[config.mk]
export PLATFORM = sky130hd
export DESIGN_NAME = beacon_period_classifier
export DESIGN_NICKNAME = d
export VERILOG_FILES = /design/src/rtl/bpc_pkg.sv /design/src/rtl/bpc_front.sv /design/src/rtl/bpc_queue.sv /design/src/rtl/bpc_back.sv /design/src/rtl/beacon_period_classifier.sv
export SDC_FILE = /design/constraint.sdc
export NUM_CORES = 1
export LEC_CHECK = 0
export BUFFER_PORTS_ARGS = -buffer_cell sky130_fd_sc_hd__buf_4
export CORE_MARGIN = 5
export CORE_UTILIZATION = 40
export CTS_BUF_LIST = sky130_fd_sc_hd__clkbuf_16
export CTS_CLUSTER_DIAMETER = 60
export DETAILED_ROUTE_END_ITERATION = 7
export SLEW_MARGIN = 10
export SYNTH_ARGS = -nofsm -noshare
export SYNTH_HDL_FRONTEND = slang
export SYNTH_SLANG_ARGS = --single-unit
[constraint.sdc]
create_clock -name aclk -period 8.85 [get_ports aclk]
set_input_delay 0.885 -clock aclk [delete_from_list [all_inputs] [get_ports aclk]]
set_output_delay 0.885 -clock aclk [all_outputs]
set_load 0.02 [all_outputs]
[src/rtl/bpc_pkg.sv]
`timescale 1ns / 1ps
`default_nettype none

package bpc_pkg;

    // Widths and defaults
    localparam int TIMER_WIDTH_DEF = 16;
    localparam int CFG_W           = 16;
    localparam int CNT_W           = 4;
    localparam int IDX_W           = 3;
    localparam int BOUND_W         = CFG_W + 1;
    localparam int NUM_BEACONS     = 4;
    localparam int QUEUE_DEPTH_DEF = 2;

    localparam logic [CFG_W-1:0] TOL_RESET = 16'd50;
    localparam logic [CNT_W-1:0] REQ_RESET = 4'd3;
    localparam logic [CNT_W-1:0] CNT_MAX   = 4'd15;
    localparam logic [CNT_W-1:0] CNT_ONE   = 4'd1;

    // Configuration register indexes
    typedef enum logic [IDX_W-1:0] {
        REG_PERIOD_G       = 3'd0,
        REG_PERIOD_B       = 3'd1,
        REG_PERIOD_R       = 3'd2,
        REG_PERIOD_L       = 3'd3,
        REG_TOLERANCE      = 3'd4,
        REG_REQUIRED_COUNT = 3'd5
    } cfg_reg_t;

    // Beacon identities, also the match priority order
    typedef enum logic [1:0] {
        BCN_G = 2'd0,
        BCN_B = 2'd1,
        BCN_R = 2'd2,
        BCN_L = 2'd3
    } beacon_t;

    // Window settings seen by the classifier
    typedef struct packed {
        logic [NUM_BEACONS-1:0][CFG_W-1:0] period;
        logic [CFG_W-1:0]                  tolerance;
    } window_cfg_t;

    // One classified beat passed from front to back
    typedef struct packed {
        logic    look;
        logic    hit;
        beacon_t id;
    } class_beat_t;

endpackage

`default_nettype wire

[src/rtl/bpc_front.sv]
`timescale 1ns / 1ps
`default_nettype none

module bpc_front
    import bpc_pkg::*;
#(
    parameter int TIMER_WIDTH = TIMER_WIDTH_DEF
) (
    input  wire logic                   aclk,
    input  wire logic                   aresetn,
    input  wire logic                   s_valid,
    output logic                        s_ready,
    input  wire logic                   s_cmd,
    input  wire logic [TIMER_WIDTH-1:0] s_stamp,
    input  wire window_cfg_t            win_cfg,
    output logic                        out_valid,
    output class_beat_t                 out_beat,
    input  wire logic                   out_ready
);

    localparam int CMP_W = (TIMER_WIDTH > BOUND_W) ? TIMER_WIDTH : BOUND_W;

    logic                   stage_valid_reg;
    logic                   stage_look_reg;
    logic [TIMER_WIDTH-1:0] period_reg;
    logic [TIMER_WIDTH-1:0] last_stamp_reg;
    logic [NUM_BEACONS-1:0] in_win;
    logic                   take;

    assign s_ready = !stage_valid_reg || out_ready;
    assign take    = s_valid && s_ready;

    // Stage control and previous stamp
    always_ff @(posedge aclk) begin
        if (!aresetn) begin
            stage_valid_reg <= 1'b0;
            last_stamp_reg  <= '0;
        end else begin
            if (s_ready) begin
                stage_valid_reg <= s_valid;
            end
            if (take && !s_cmd) begin
                last_stamp_reg <= s_stamp;
            end
        end
    end

    // Period: modular difference, wraps with the timer
    always_ff @(posedge aclk) begin
        if (take) begin
            stage_look_reg <= s_cmd;
            period_reg     <= s_stamp - last_stamp_reg;
        end
    end

    // Window test per beacon; lower bound clamps at zero, upper does not wrap
    always_comb begin
        logic [CFG_W-1:0]   lo;
        logic [BOUND_W-1:0] hi;
        logic [CMP_W-1:0]   per;
        per = CMP_W'(period_reg);
        for (int b = 0; b < NUM_BEACONS; b++) begin
            lo = (win_cfg.period[b] > win_cfg.tolerance) ?
                 (win_cfg.period[b] - win_cfg.tolerance) : '0;
            hi = {1'b0, win_cfg.period[b]} + {1'b0, win_cfg.tolerance};
            in_win[b] = (per >= CMP_W'(lo)) && (per <= CMP_W'(hi));
        end
    end

    // First hit in G, B, R, L order wins
    always_comb begin
        out_beat.look = stage_look_reg;
        out_beat.hit  = 1'b0;
        out_beat.id   = BCN_G;
        for (int b = NUM_BEACONS - 1; b >= 0; b--) begin
            if (in_win[b]) begin
                out_beat.hit = 1'b1;
                out_beat.id  = beacon_t'(2'(b));
            end
        end
    end

    assign out_valid = stage_valid_reg;

endmodule

`default_nettype wire

[src/rtl/bpc_queue.sv]
`timescale 1ns / 1ps
`default_nettype none

module bpc_queue
    import bpc_pkg::*;
#(
    parameter int WIDTH = $bits(class_beat_t),
    parameter int DEPTH = QUEUE_DEPTH_DEF
) (
    input  wire logic             aclk,
    input  wire logic             aresetn,
    input  wire logic             push_valid,
    output logic                  push_ready,
    input  wire logic [WIDTH-1:0] push_data,
    output logic                  pop_valid,
    input  wire logic             pop_ready,
    output logic [WIDTH-1:0]      pop_data
);

    localparam int PTR_W = (DEPTH > 1) ? $clog2(DEPTH) : 1;
    localparam int LVL_W = $clog2(DEPTH + 1);

    logic [WIDTH-1:0] mem_reg [DEPTH];
    logic [PTR_W-1:0] wr_ptr_reg;
    logic [PTR_W-1:0] rd_ptr_reg;
    logic [LVL_W-1:0] level_reg;
    logic             push;
    logic             pop;

    assign push_ready = (level_reg != LVL_W'(DEPTH));
    assign pop_valid  = (level_reg != '0);
    assign push       = push_valid && push_ready;
    assign pop        = pop_valid && pop_ready;
    assign pop_data   = mem_reg[rd_ptr_reg];

    // Pointers and fill level
    always_ff @(posedge aclk) begin
        if (!aresetn) begin
            wr_ptr_reg <= '0;
            rd_ptr_reg <= '0;
            level_reg  <= '0;
        end else begin
            if (push) begin
                wr_ptr_reg <= (wr_ptr_reg == PTR_W'(DEPTH - 1)) ? '0 : wr_ptr_reg + 1'b1;
            end
            if (pop) begin
                rd_ptr_reg <= (rd_ptr_reg == PTR_W'(DEPTH - 1)) ? '0 : rd_ptr_reg + 1'b1;
            end
            if (push && !pop) begin
                level_reg <= level_reg + 1'b1;
            end else if (pop && !push) begin
                level_reg <= level_reg - 1'b1;
            end
        end
    end

    // Entry storage
    always_ff @(posedge aclk) begin
        if (push) begin
            mem_reg[wr_ptr_reg] <= push_data;
        end
    end

endmodule

`default_nettype wire

[src/rtl/bpc_back.sv]
`timescale 1ns / 1ps
`default_nettype none

module bpc_back
    import bpc_pkg::*;
(
    input  wire logic             aclk,
    input  wire logic             aresetn,
    input  wire logic             in_valid,
    output logic                  in_ready,
    input  wire class_beat_t      in_beat,
    input  wire logic [CNT_W-1:0] required_count,
    output logic                  m_valid,
    input  wire logic             m_ready,
    output logic [1:0]            m_beacon,
    output logic                  m_side_report
);

    logic             run_valid_reg;
    beacon_t          run_id_reg;
    logic [CNT_W-1:0] run_count_reg;
    logic             looking_reg;
    logic             m_valid_reg;
    beacon_t          beacon_reg;
    logic             side_reg;

    logic             take;
    logic             same;
    logic [CNT_W-1:0] count_next;
    logic [CNT_W-1:0] need;
    logic             fire;

    assign in_ready = !m_valid_reg || m_ready;
    assign take     = in_valid && in_ready;

    // Run bookkeeping for the incoming beat
    always_comb begin
        need       = (required_count == '0) ? CNT_ONE : required_count;
        same       = run_valid_reg && (run_id_reg == in_beat.id);
        count_next = !same ? CNT_ONE :
                     (run_count_reg == CNT_MAX) ? run_count_reg : run_count_reg + 1'b1;
        fire       = !in_beat.look && in_beat.hit && (count_next == need);
    end

    // Run, looking flag and output valid
    always_ff @(posedge aclk) begin
        if (!aresetn) begin
            run_valid_reg <= 1'b0;
            run_id_reg    <= BCN_G;
            run_count_reg <= '0;
            looking_reg   <= 1'b0;
            m_valid_reg   <= 1'b0;
        end else begin
            if (m_valid_reg && m_ready) begin
                m_valid_reg <= 1'b0;
            end
            if (take) begin
                priority if (in_beat.look) begin
                    looking_reg <= 1'b1;
                end else if (!in_beat.hit) begin
                    run_valid_reg <= 1'b0;
                    run_count_reg <= '0;
                end else if (fire) begin
                    run_valid_reg <= 1'b0;
                    run_count_reg <= '0;
                    looking_reg   <= 1'b0;
                    m_valid_reg   <= 1'b1;
                end else begin
                    run_valid_reg <= 1'b1;
                    run_id_reg    <= in_beat.id;
                    run_count_reg <= count_next;
                end
            end
        end
    end

    // Result payload
    always_ff @(posedge aclk) begin
        if (take && fire) begin
            beacon_reg <= in_beat.id;
            side_reg   <= looking_reg &&
                          ((in_beat.id == BCN_R) || (in_beat.id == BCN_L));
        end
    end

    assign m_valid       = m_valid_reg;
    assign m_beacon      = beacon_reg;
    assign m_side_report = side_reg;

endmodule

`default_nettype wire

[src/rtl/beacon_period_classifier.sv]
`timescale 1ns / 1ps
`default_nettype none

// Beacon period classifier. Each input beat is either a capture stamp from a
// free-running TIMER_WIDTH-bit timer (s_cmd = 0) or a request to start looking
// (s_cmd = 1). The period since the previous stamp (modulo the timer range) is
// matched against the G, B, R and L windows, nominal +/- tolerance, first match
// wins; a run of required_count equal matches gives one result beat naming the
// beacon, with m_side_report set for R or L while looking. One beat is taken
// every cycle while s_ready is high; the beat completing the run passes
// through the period/classify stage register and the two-entry queue, after
// which its result lands in the output register. Write configuration only
// while no beats are in flight.
module beacon_period_classifier
    import bpc_pkg::*;
#(
    parameter int TIMER_WIDTH = TIMER_WIDTH_DEF
) (
    input  wire logic                   aclk,
    input  wire logic                   aresetn,
    input  wire logic                   s_valid,
    output logic                        s_ready,
    input  wire logic                   s_cmd,
    input  wire logic [TIMER_WIDTH-1:0] s_stamp,
    output logic                        m_valid,
    input  wire logic                   m_ready,
    output logic [1:0]                  m_beacon,
    output logic                        m_side_report,
    input  wire logic                   cfg_we,
    input  wire logic [IDX_W-1:0]       cfg_index,
    input  wire logic [CFG_W-1:0]       cfg_wdata
);

    logic [NUM_BEACONS-1:0][CFG_W-1:0] period_reg;
    logic [CFG_W-1:0]                  tolerance_reg;
    logic [CNT_W-1:0]                  required_count_reg;
    window_cfg_t                       win_cfg;

    logic                              fr_valid;
    logic                              fr_ready;
    class_beat_t                       fr_beat;
    logic                              q_valid;
    logic                              q_ready;
    class_beat_t                       q_beat;

    // Configuration registers
    always_ff @(posedge aclk) begin
        if (!aresetn) begin
            period_reg         <= '0;
            tolerance_reg      <= TOL_RESET;
            required_count_reg <= REQ_RESET;
        end else if (cfg_we) begin
            unique case (cfg_reg_t'(cfg_index))
                REG_PERIOD_G:       period_reg[BCN_G]  <= cfg_wdata;
                REG_PERIOD_B:       period_reg[BCN_B]  <= cfg_wdata;
                REG_PERIOD_R:       period_reg[BCN_R]  <= cfg_wdata;
                REG_PERIOD_L:       period_reg[BCN_L]  <= cfg_wdata;
                REG_TOLERANCE:      tolerance_reg      <= cfg_wdata;
                REG_REQUIRED_COUNT: required_count_reg <= cfg_wdata[CNT_W-1:0];
                default: ;
            endcase
        end
    end

    assign win_cfg.period    = period_reg;
    assign win_cfg.tolerance = tolerance_reg;

    // Front: period and window classification
    bpc_front #(
        .TIMER_WIDTH (TIMER_WIDTH)
    ) u_front (
        .aclk      (aclk),
        .aresetn   (aresetn),
        .s_valid   (s_valid),
        .s_ready   (s_ready),
        .s_cmd     (s_cmd),
        .s_stamp   (s_stamp),
        .win_cfg   (win_cfg),
        .out_valid (fr_valid),
        .out_beat  (fr_beat),
        .out_ready (fr_ready)
    );

    // Decoupling queue
    bpc_queue #(
        .WIDTH ($bits(class_beat_t)),
        .DEPTH (QUEUE_DEPTH_DEF)
    ) u_queue (
        .aclk       (aclk),
        .aresetn    (aresetn),
        .push_valid (fr_valid),
        .push_ready (fr_ready),
        .push_data  (fr_beat),
        .pop_valid  (q_valid),
        .pop_ready  (q_ready),
        .pop_data   (q_beat)
    );

    // Back: run counting, looking flag, result register
    bpc_back u_back (
        .aclk           (aclk),
        .aresetn        (aresetn),
        .in_valid       (q_valid),
        .in_ready       (q_ready),
        .in_beat        (q_beat),
        .required_count (required_count_reg),
        .m_valid        (m_valid),
        .m_ready        (m_ready),
        .m_beacon       (m_beacon),
        .m_side_report  (m_side_report)
    );

    // Side report only ever flags R or L
    a_side_is_rl: assert property (@(posedge aclk) disable iff (!aresetn)
        (m_valid && m_side_report) |-> ((m_beacon == BCN_R) || (m_beacon == BCN_L)))
        else $error("side report on a beacon other than R or L");

    // A classified beat held by a full queue is kept intact
    a_front_holds: assert property (@(posedge aclk) disable iff (!aresetn)
        (fr_valid && !fr_ready) |=> (fr_valid && $stable(fr_beat)))
        else $error("front stage dropped or changed a stalled beat");

    // Queue head stays put while the back end is stalled
    a_queue_holds: assert property (@(posedge aclk) disable iff (!aresetn)
        (q_valid && !q_ready) |=> (q_valid && $stable(q_beat)))
        else $error("queue head changed while back end stalled");

endmodule

`default_nettype wire

======== After elaboration in Yosys (flattened, before gate mapping) ========
Memory sizes are Yosys's and may differ from the RTL's. A register that Yosys moved wholly into a read port is not among the register bits.
Index checks and enable logic that the tools add are counted.
word-level totals
  flip-flop bits (word level) ............. 134
  memory bits (writable) .................. 8
  input port bits ......................... 41
  output and inout port bits .............. 5
  logic and storage cells ................. 131
  memories kept ........................... 1
cells by class
  $add $sub $neg .......................... 14
  order comparisons ....................... 12
  eq/ne operators ......................... 11
  muxes and demuxes ....................... 31
  bitwise operators ....................... 2
  reduce and logical (&&, ||, !) cells .... 40
memory list
  memory           depth  width  read ports  clocked after Yosys merged registers in  wr ports  RTL line         text
  u_queue.mem_reg  2      4      1           1                                        1         bpc_queue.sv:23  logic [WIDTH-1:0] mem_reg [DEPTH];
operators with widths
  cell                   number
  $sub A16 B16 Y16       5
  $add A16 B16 Y17       4
  $le A16 B17 Y1         4
  $ge A16 B16 Y1         4
  $gt A16 B16 Y1         4
  $mux W16               4
  $mux W4                5
  $logic_and A1 B1 Y1    16
  $mux W1                16
  $reduce_and A2 Y1      7
  $mux W3                4
  $reduce_bool A2 Y1     4
  $eq A3 B2 Y1 const B   2
  $eq A3 B3 Y1 const B   2
  $logic_not A1 Y1       6
  $add A4 B1 Y4 const B  1
  $eq A2 B2 Y1 const B   2
  $eq A4 B4 Y1           1
  $eq A4 B4 Y1 const B   1
  $logic_not A4 Y1       1
  $mux W2                2
  $reduce_and A4 Y1      1
  $eq A3 B1 Y1 const B   1
  $logic_not A3 Y1       1
  8 further kinds        12

======== Depth between registers and ports, before layout ========
  depth after elaboration ................. 9
  mapped depth ............................ 22
  mapped depth without buffers ............ 21

======== Hierarchy ========
A second synthesis with hierarchy kept.
unflattened totals
  cells, all modules ...................... 1833
  area total of the unflattened synthesis .. 15210.8 um^2
by module, submodules not included
  module                    instances  cells an instance  area each (um^2)  sequential area each (um^2)
  bpc_front                 1          1415               10821.6           850.8
  beacon_period_classifier  1          301                3129.3            1681.6
  bpc_back                  1          81                 732.0             270.3
  bpc_queue                 1          36                 528.0             340.3

======== Worst setup path before layout ========
No wires, ideal clock.
  kind .................................... register -> register
  start point ............................. register tolerance_reg[1]
  end point ............................... memory u_queue.mem_reg[0][2] in the netlist's numbering (data pin)
  setup time .............................. 0.274 ns
  data arrival time ....................... 4.125 ns
  data required time ...................... 8.576 ns
  slack ................................... 4.451 ns
  stages on the path, launching flop included .. 20
  path buffers ............................ 0
  clock period less this slack ............ 4.399 ns
  cells stage by stage .................... dfxtp_1 inv_1 fa_1 a21oi_1 o22ai_1 nor2_1 o21ai_1 a31oi_1 o21ai_0 o21a_1 and2_1 ha_1 nand2b_1 a211oi_1 nor3_1 o31a_1 a2111oi_0 o31a_1 a221o_1 nand4_1
RTL lines
  element                   RTL line                        text
  start: declaration        beacon_period_classifier.sv:35  logic [CFG_W-1:0] tolerance_reg;
  start signal: assignment  beacon_period_classifier.sv:58  REG_TOLERANCE: tolerance_reg <= cfg_wdata;
  end: declaration          bpc_queue.sv:23

==> impl_metrics.toml <==
[timing]
tightest_slew_ns = 1.14
period_needed_ns = 5.50
fin_skew_ns = 0.0138
period_share_pct = 62.1
drv_slew = 0
clock.fmax_ghz = 0.182
hold_viol = 0
rsz0062_at_grt = "false"
setup_violations = 0
fin_setup_tns_ns = 0
slew_headroom_pct = 23.8

[placed_design]
portBuffers = 45
dp_hpwl_um = 37500
dpl_cell_area_mm2 = 0.0157
routabilityCongestion = 0.979

[min_path]
hold_class = "reg -> reg"

[drt]
via_count = 13398
postRouteAntennaNets = 0
via_per_inst = 5.61
wl_per_cell_um = 19.6
drc = 0
routed_wl_um = 46700
drt_pre_antenna_iters = 7
detail_route.iter0.violations = 754

[run_status]
status = "complete, no violations"

[layout]
drive_gt1_share_pct = 6.13
final_cell_mix = "290 x nand2_1, 273 x ha_1, 119 x a21oi_1, 115 x inv_1, 115 x dfxtp_1"
final_nets = 2186
antennaDiodeCount = 0
largest_reg_flops = 64
layout_commonest_cell = "nand2_1"
syn_to_final_growth_pct = 7.90
fin_area_mm2 = 0.0163

[cts]
root_buffer = "clkbuf_16"
cts_hold_buf = 0
clk_latency_ns = 0.44
postCtsResizedCells = 0
numCtsBuffers = 17
cts_setup_buffers = 0
ctsHtreeMaxLevel = 4
clk_pin_slew_ns = 0.06
tritoncts = "built"
clockBufferDepth = 2
clock_sinks = 143

[floorplan]
fp-row-count = 71
start_util_pct = 40.3
dieArea_mm2 = 0.0417
ios = 46
die_w_um = 204
core_region_area_mm2 = 0.0374
chipHeight_um = 204

[grt]
grt.total_usage_pct = 22.2
grt_max_degree = 69
antenna_found_initial = 0
gr-total-overflow = 0
grt_pass1_vias = 13297
grt_pass1_wl_um = 72600

[critical_path]
start_kind = "flip-flop"
critPathRequiredTime_ns = 8.99
worst-path-max-fanout = 16
critPathArrivalTime_ns = 5.64
critPathKind = "reg -> reg"
cp-end-kind = "flip-flop"

[yosys]
yosysTopAreaCell = "ha_1"
synth_top_flop_cell = "dfxtp_1"
avgSynthCellArea_um2 = 8.01
netlist-cell-type-count = 83
synthTopCellsByArea = "ha_1 23%, dfxtp_1 15%, nand2_1 7.2%"
async_flop_share_pct = 0
ys_seq_area_share_pct = 20.9
synth-edff-count = 28
synth_nets = 2204
synth_top_cell_area_share_pct = 22.7
syn-instance-count = 1881
ys_ff_latch = 143
synth_area_mm2 = 0.0151
yosys_warnings = 0

[power]
p_leak_uw = 0.00688
cellPowerDensity_mw_per_mm2 = 138
ir_drop_mv = 0.116

[run]
cap_violations = 0
==> kinds of logic (layout without fill, tap and decap cells) <==
kind of cell	count (synthesis)	after routing	synth area share, %
mux	12	12	0.830
xor+xnor	121	121	7.03
flops	143	143	20.9
compound gates	502	502	23.1
buf+inv	197	192	5.22
fa+ha+maj	282	282	23.9
simple gates	624	624	19.1
==> cell usage after synthesis, drive strengths merged, types with 8 or more instances <==
cell    count
nand2b     25
or2         9
o31ai      14
mux2i       8
dfxtp     115
and2       13
nand3      28
a21oi     123
buf        27
or3         8
nand4      31
fa          9
nor2      111
nor2b      37
xnor2      92
a211oi     17
a21o       47
o211ai     12
clkbuf     56
o31a        8
nand2     290
xor2       29
nor3       28
o21ai      66
ha        273
a31oi      17
o21a       18
o21bai     23
and3       13
edfxtp     28
inv       114
a221oi      8
a21boi     99
nor4       12
==> through the flow <==
step | power (uW) | hold slack (ns) | worst slack, ns | instances | util [%]
3_5_place_dp | 1540 | 0.447 | 3.34 | 2355 | 42.0
5_1_grt | 2380 | 0.478 | 2.91 | 2387 | 43.5
4_1_cts | 2250 | 0.456 | 3.32 | 2387 | 43.5
6_report | 2240 | 0.455 | 3.35 | 2387 | 43.5
2_1_floorplan | 1320 | 0.421 | 4.45 | 1881 | -
3_3_place_gp | 1520 | 0.441 | 3.46 | 2355 | 42.0
==> routing by layer <==
| layer | up-vias | share of wire, % | track usage (%) |
|---|---|---|---|
| met3 | 83 | 4.5 | 2.81 |
| met5 | - | 0 | 0 |
| met1 | 6376 | 45 | 28.6 |
| met2 | 354 | 47 | 38.2 |
| li1 | 6585 | - | - |
| met4 | 0 | 3.2 | 7.87 |
==> final timing paths <==
kind	cells past startpoint	slack, ns	to	startpoint
setup reg to reg	19	3.35	u_queue.mem_reg[0][2]	tolerance_reg[1]
setup / recovery	19	3.35	u_queue.mem_reg[0][2]	tolerance_reg[1]
hold reg to reg	2	0.45	u_front.last_stamp_reg[13]	u_front.last_stamp_reg[13]
hold / removal	2	0.45	u_front.last_stamp_reg[13]	u_front.last_stamp_reg[13]
==> worst max-delay path: stages, from the launching register on <==
cell       delay [ns]
dfxtp_1          0.54
inv_1            0.38
fa_1             0.53
a21oi_1          0.21
o22ai_1          0.11
nor2_1           0.25
o21ai_1          0.16
a31oi_1          0.30
o21ai_0          0.12
o21a_1           0.29
and2_1           0.26
ha_1             0.26
nand2b_1         0.14
a211oi_1         0.24
nor3_1           0.09
o31a_1           0.28
a2111oi_0        0.40
o31a_1           0.21
a221o_1          0.27
nand4_1          0.15
==> area by class of cell <==
class                   instances  area, um2
clock buffers                  19        475
inverters                     114        428
repair buffers                 46        345
multi-input cells            1541      11100
fillers                      3760      21100
well taps                     511        639
clock inverters                13       87.6
flip-flops and latches        143       3140
==> power by group <==
group          internal, uW  leakage (uW)  switching (uW)
registers               718       0.00120            84.4
clock network           392      0.000288             307
logic                   320       0.00539             416
total                  1430       0.00688             807
Power figures use the tool's default switching activity.
